[src/design/merge_sort_engine_macros.svh]
// Assertion macros for the merge sort engine.
// Included by the sort sequencer and the top level; needs no package.
`ifndef MERGE_SORT_ENGINE_MACROS_SVH
`define MERGE_SORT_ENGINE_MACROS_SVH
`ifndef SYNTH
`define MSE_ASSERT(label, clk, rst, expr) \
   label: assert property (@(posedge clk) disable iff (rst) (expr)) \
      else $error("mse assertion failed");
`define MSE_ASSERT_IMP(label, clk, rst, ante, cons) \
   label: assert property (@(posedge clk) disable iff (rst) (ante) |-> (cons)) \
      else $error("mse assertion failed");
`define MSE_ASSERT_NXT(label, clk, rst, ante, cons) \
   label: assert property (@(posedge clk) disable iff (rst) (ante) |=> (cons)) \
      else $error("mse assertion failed");
`else
`define MSE_ASSERT(label, clk, rst, expr)
`define MSE_ASSERT_IMP(label, clk, rst, ante, cons)
`define MSE_ASSERT_NXT(label, clk, rst, ante, cons)
`endif
`endif

[src/design/mse_pkg.sv]
// Shared constants and types of the merge sort engine.
// No dependencies; used by the interfaces and all modules.
package mse_pkg;
   localparam int DATA_W        = 32;
   localparam int MAX_ITEMS_DEF = 64;

   typedef struct packed {
      logic done;
      logic src_b;
   } mse_seq_stat_type;
endpackage

[src/design/mse_merge_seq.sv]
// Bottom-up merge pass sequencer around one shared signed comparator.
// Depends on mse_pkg and merge_sort_engine_macros.svh.
`include "merge_sort_engine_macros.svh"
module mse_merge_seq
   import mse_pkg::*;
#(
   parameter int MAX_ITEMS = MAX_ITEMS_DEF,
   parameter int AW        = $clog2(MAX_ITEMS),
   parameter int CW        = $clog2(MAX_ITEMS + 1)
) (
   input  logic              clock,
   input  logic              reset,
   input  logic              start,
   input  logic [CW-1:0]     count,
   input  logic [DATA_W-1:0] rd0,
   input  logic [DATA_W-1:0] rd1,
   output logic [AW-1:0]     raddr0,
   output logic [AW-1:0]     raddr1,
   output logic              we,
   output logic [AW-1:0]     waddr,
   output logic [DATA_W-1:0] wdata,
   output mse_seq_stat_type  stat
);
   localparam int PW = CW + 2;

   typedef enum logic [3:0] {
      S_IDLE  = 4'b0001,
      S_RUN   = 4'b0010,
      S_MERGE = 4'b0100,
      S_DONE  = 4'b1000
   } seq_state_type;

   seq_state_type state_ff, state_in;
   logic          src_b_ff, src_b_in;
   logic [PW-1:0] n_ff, n_in;
   logic [PW-1:0] w_ff, w_in;
   logic [PW-1:0] lo_ff, lo_in;
   logic [PW-1:0] mid_ff, mid_in;
   logic [PW-1:0] hi_ff, hi_in;
   logic [PW-1:0] i_ff, i_in;
   logic [PW-1:0] j_ff, j_in;
   logic [PW-1:0] k_ff, k_in;

   logic [PW-1:0] mid_c, hi_c, mid_sum, hi_sum, next_lo, w_dbl, i_nx, j_nx;
   logic          take_left;

   assign take_left = (i_ff < mid_ff) &&
                      ((j_ff >= hi_ff) || ($signed(rd0) <= $signed(rd1)));
   assign mid_sum   = lo_ff + w_ff;
   assign hi_sum    = lo_ff + (w_ff << 1);
   assign mid_c     = (mid_sum > n_ff) ? n_ff : mid_sum;
   assign hi_c      = (hi_sum > n_ff) ? n_ff : hi_sum;
   assign next_lo   = hi_sum;
   assign w_dbl     = w_ff << 1;
   assign i_nx      = i_ff + PW'(take_left);
   assign j_nx      = j_ff + PW'(!take_left);

   always_comb begin
      state_in = state_ff;
      src_b_in = src_b_ff;
      n_in     = n_ff;
      w_in     = w_ff;
      lo_in    = lo_ff;
      mid_in   = mid_ff;
      hi_in    = hi_ff;
      i_in     = i_ff;
      j_in     = j_ff;
      k_in     = k_ff;
      raddr0   = i_ff[AW-1:0];
      raddr1   = j_ff[AW-1:0];
      we       = 1'b0;
      waddr    = k_ff[AW-1:0];
      wdata    = take_left ? rd0 : rd1;
      case (state_ff)
         S_IDLE: begin
            if (start) begin
               n_in     = PW'(count);
               w_in     = PW'(1);
               lo_in    = '0;
               src_b_in = 1'b0;
               state_in = (count <= CW'(1)) ? S_DONE : S_RUN;
            end
         end
         S_RUN: begin
            i_in     = lo_ff;
            j_in     = mid_c;
            k_in     = lo_ff;
            mid_in   = mid_c;
            hi_in    = hi_c;
            raddr0   = lo_ff[AW-1:0];
            raddr1   = mid_c[AW-1:0];
            state_in = S_MERGE;
         end
         S_MERGE: begin
            we     = 1'b1;
            i_in   = i_nx;
            j_in   = j_nx;
            k_in   = k_ff + PW'(1);
            raddr0 = i_nx[AW-1:0];
            raddr1 = j_nx[AW-1:0];
            if (k_ff + PW'(1) == hi_ff) begin
               if (next_lo >= n_ff) begin
                  src_b_in = !src_b_ff;
                  w_in     = w_dbl;
                  lo_in    = '0;
                  state_in = (w_dbl >= n_ff) ? S_DONE : S_RUN;
               end else begin
                  lo_in    = next_lo;
                  state_in = S_RUN;
               end
            end
         end
         S_DONE: begin
            state_in = S_IDLE;
         end
         default: begin
            state_in = S_IDLE;
         end
      endcase
   end

   always_ff @(posedge clock) begin
      if (reset) begin
         state_ff <= S_IDLE;
         src_b_ff <= 1'b0;
      end else begin
         state_ff <= state_in;
         src_b_ff <= src_b_in;
      end
   end

   always_ff @(posedge clock) begin
      n_ff   <= n_in;
      w_ff   <= w_in;
      lo_ff  <= lo_in;
      mid_ff <= mid_in;
      hi_ff  <= hi_in;
      i_ff   <= i_in;
      j_ff   <= j_in;
      k_ff   <= k_in;
   end

   assign stat.done  = (state_ff == S_DONE);
   assign stat.src_b = src_b_ff;

   `MSE_ASSERT_IMP(a_start_idle, clock, reset, start, state_ff == S_IDLE)
   `MSE_ASSERT_IMP(a_k_in_run, clock, reset, state_ff == S_MERGE, k_ff < hi_ff)
   `MSE_ASSERT_IMP(a_merge_count, clock, reset, state_ff == S_MERGE, (k_ff + mid_ff) == (i_ff + j_ff))
endmodule

[config.mk]
export PLATFORM = sky130hd
export DESIGN_NAME = mse_merge_seq
export DESIGN_NICKNAME = d
export VERILOG_FILES = /design/src/design/mse_pkg.sv /design/src/design/mse_merge_seq.sv
export VERILOG_INCLUDE_DIRS = /design/src /design/src/design
export SDC_FILE = /design/constraint.sdc
export NUM_CORES = 1
export LEC_CHECK = 0
export BUFFER_PORTS_ARGS = -buffer_cell sky130_fd_sc_hd__buf_2
export CAP_MARGIN = 20
export CORE_ASPECT_RATIO = 0.7
export CORE_MARGIN = 4
export CORE_UTILIZATION = 45
export CTS_BUF_LIST = sky130_fd_sc_hd__clkbuf_16
export DETAILED_ROUTE_END_ITERATION = 6
export PLACE_DENSITY = 0.71
export SKIP_CTS_REPAIR_TIMING = 1
export SLEW_MARGIN = 20
export SYNTH_ARGS = -nofsm -noshare
export SYNTH_HDL_FRONTEND = slang
export SYNTH_SLANG_ARGS = --single-unit
export TNS_END_PERCENT = 1
[constraint.sdc]
create_clock -name clock -period 4.5 [get_ports clock]
set_input_delay 0.675 -clock clock [delete_from_list [all_inputs] [get_ports clock]]
set_output_delay 0.675 -clock clock [all_outputs]
set_load 0.02 [all_outputs]
==> flow_summary.yaml <==
outcome:
  outcome: "finished, violations left"
  violations: "setup timing"
logic_synthesis:
  ys_seq_area_frac: 0.337
  ys_warn_count: 0
  synth_flop_cell: "edfxtp_1"
  synth_top_family_by_area: "adder cells"
  netlist_area_mm2: 0.00653
  yosysTopAreaCellShare: 0.322
  ys_seq_elements: 75
  synth.distinct_cells: 65
  netlist_instances: 670
  synth-compound-area-share: 0.143
  syn_avg_cell_area_um2: 9.75
  synthArstFlopShare: 0
  synth-edff-count: 70
  synth_xor_area_frac: 0.0611
  synth-simple-area-share: 0.138
  ys_top_cells_by_area: "edfxtp_1 (32%), ha_1 (17%), mux2_2 (6.9%)"
  muxShareOfSynthArea: 0.0797
  yosysTopAreaCell: "edfxtp_1"
  synthAdderAreaFrac: 0.177
die:
  die_x_um: 152
  die_h_um: 109
  pin_count: 127
  dieArea_mm2: 0.0165
  row_count: 36
  core_mm2: 0.0141
  start_util: 0.465
worst_setup_path:
  rr_worst_depth: 17
  path_cells: "ha_2 -> inv_2 -> fa_2 -> and2b_2 -> o2111ai_2 -> nand2_1 -> nor2_2 -> xnor2_2 -> ha_1 -> a211oi_2 -> o21ai_1 -> a21oi_2 -> nor2_2 -> nor4b_4 -> buf_6 -> mux2i_1 -> buf_4 -> o221ai_2 -> buf_6"
  crit_fanout: 7
  crit_path_start: "lo_ff[0]"
  endpoint_kind: "output pin"
  path_class: "register to output pin"
  r2r_end: "j_ff[6]"
  required_ns: 3.83
  worstSetupStartpointType: "register"
  worstSetupPathDepth: 19
  arrival_ns: 4.08
  regToRegSetupSlack_ns: 0.57
  cp_slowest_cell: "edfxtp_1"
  regToRegStartpoint: "lo_ff[0]"
  cp_num_buf_inv: 4
  path_delay_family: "compound AO/OA/AOI/OAI gates"
  crit_path_end: "raddr1[3]"
  critical_path.max_stage_delay_ns: 0.42
cells_and_area:
  drive_above_1_share: 0.307
  area_growth_pct: 23.0
  layout.nets: 994
  antenna_cells: 0
  final_area_mm2: 0.00803
clock_tree:
  root_buffer: "clkbuf_16"
  cts_buffers: 9
  cts_tree: "yes"
  clockBufferDepth: 2
  clock_sinks: 75
  clkTransAtPathRegs_ns: 0.06
  cts.htree.levels: 3
  worstSkewPairLatency_ns: 0.34
timing:
  tightestPinTransition_ns: 0.815
  finalCriticalPeriod_ns: 4.76
  setup_viol: 6
  final-max-slew-violation-count: 0
  rsz0062_at_grt: "yes"
  fin_crit_sh: 1.06
  skew_ns: 0.00613
  fin_ws_ns: -0.258
  max_slew_margin: 0.452
  whs_ns: 0.497
  final_hold_viol_count: 0
  max_freq_ghz: 0.210
job:
  maxCapViolCount: 0
grt:
  grt_max_degree: 48
  grt_pass1_wl_um: 27300
  grt_pass1_vias: 5104
  track_usage: 0.209
  grt.overflow.total: 0
  antenna_found_initial: 0
hold_path:
  min_path_type: "register to register"
  whs_path_depth: 1
placed_design:
  placed_area_mm2: 0.00756
  portBuffers: 126
  hpwlAfterDp_um: 14200
  place_ws_ns: -0.0775
  gp_congestion: 0.919
route:
  wl_um: 18000
  dr_total_vias: 5578
  final_antenna_net_count: 0
  drt_iter0_drc: 556
  drc: 0
  wire_per_inst_um: 17.6
  via_per_inst: 5.45
  first_pass_iters: 5
power_and_ir_drop:
  p_total_mw: 3.23
  power_leakage_nw: 3.71
  irDropWorstVdd_mv: 0.304
  power.density_mw_per_mm2: 402
[layer usage]
| metal | vias to the layer above | track usage | wire length (um) |
|---|---|---|---|
| met1 | 2631 | 0.329 | 8880 |
| met2 | 185 | 0.296 | 7710 |
| li1 | 2752 | - | - |
| met3 | 10 | 0.0428 | 1280 |
| met4 | 0 | 0.0366 | 156 |
| met5 | - | 0 | 0 |
[state kept, by name (all words and copies together) (netlist names)]
register / flops
hi_ff: 9
i_ff: 9
j_ff: 9
k_ff: 9
lo_ff: 9
mid_ff: 9
n_ff: 7
src_b_ff: 1
state_ff: 4
w_ff: 9
[metrics by stage]
stage | TNS (ns) | utilization | instances
final | -1.33 | 0.572 | 1024
after global routing | -2.30 | 0.572 | 1024
after CTS | -1.75 | 0.562 | 1021
after detailed placement | -0.123 | 0.538 | 1005
after global placement | 0 | 0.538 | 1005
after floorplan | 0 | - | 675
[area by class of cell]
cell class                 count  area, um2
fill                        1241       6020
multi-input combinational    500       4030
sequential                    75       2200
timing repair buffer         163        927
inverter                      80        300
tap                          190        238
clock buffer                   9        225
clock inverter                 7        108
[Yosys cell counts, types with 3 or more instances]
| library cell | number |
|---|---|
| o21ai_0 | 28 |
| and2_1 | 9 |
| o211ai_1 | 6 |
| or2_2 | 4 |
| clkbuf_1 | 7 |
| a221o_1 | 3 |
| a31oi_1 | 4 |
| nor3_1 | 14 |
| buf_4 | 10 |
| a21oi_1 | 53 |
| xor2_1 | 8 |
| dfxtp_1 | 5 |
| nor2_1 | 46 |
| nand3_1 | 13 |
| ha_1 | 89 |
| nand2_1 | 35 |
| mux2i_1 | 7 |
| nand4_1 | 11 |
| inv_1 | 80 |
| o21a_1 | 10 |
| o22ai_1 | 4 |
| edfxtp_1 | 70 |
| xnor3_4 | 3 |
| mux2_2 | 40 |
| nor2b_1 | 6 |
| xnor2_1 | 26 |
| and3_1 | 13 |
| a21o_1 | 8 |
| buf_1 | 3 |
| a211oi_1 | 7 |
[cell families after synthesis]
group                      Yosys count
xor gates and xnor gates            38
muxes                               47
and+or+nand+nor                    173
adders and majority gates           91
AOI/OAI and AO/OA                  145
other                                1
buffers and inverters              100
DFF                                 75
[worst min path at each step]
| stage | startpoint | to | slack (ns) |
|---|---|---|---|
| 6_report | src_b_ff | src_b_ff | 0.50 |
| 5_1_grt | count[0] | n_ff[0] | 0.51 |
| 4_1_cts | src_b_ff | src_b_ff | 0.50 |
| 3_5_place_dp | src_b_ff | src_b_ff | 0.50 |
| 3_3_place_gp | src_b_ff | src_b_ff | 0.46 |
| 2_1_floorplan | src_b_ff | src_b_ff | 0.45 |
[power by group]
part           internal, mW  switching [mW]
registers             0.879          0.0691
logic                 0.638           0.816
clock network         0.536           0.289
[worst reg2reg max path, stage by stage (launching register included)]
cell and delay (ns):
edfxtp_1 0.42, ha_2 0.23, inv_2 0.06, fa_2 0.21, and2b_2 0.25, o2111ai_2 0.22
nand2_1 0.10, nor2_2 0.17, xnor2_2 0.11, ha_1 0.33, a211oi_2 0.27, o21ai_1 0.12
a21oi_2 0.13, nor2_2 0.06, nor4b_4 0.22, buf_6 0.20, mux2_2 0.40, o21a_1 0.18
[layout by cell type (no fill, tap or decap), drive strengths merged, types with 3 or more instances in the layout]
master,netlist,final
buf,13,163
ha,89,89
inv,80,81
edfxtp,70,70
a21oi,53,53
nor2,46,46
mux2,40,40
nand2,35,35
o21ai,29,29
xnor2,26,26
and3,15,15
nor3,14,14
nand3,13,13
nand4,11,11
o21a,10,10
and2,9,9
clkbuf,7,9
xor2,8,8
a21o,8,8
a211oi,7,7
mux2i,7,7
nor2b,6,6
o211ai,6,6
conb,1,6
dfxtp,5,5
or2,4,4
a31oi,4,4
o22ai,4,4
xnor3,4,4
a221o,3,3
bufinv,0,3
nor4b,3,3
o31ai,3,3
clkinv,0,3
No activity file was read; power rests on OpenSTA's default activity.
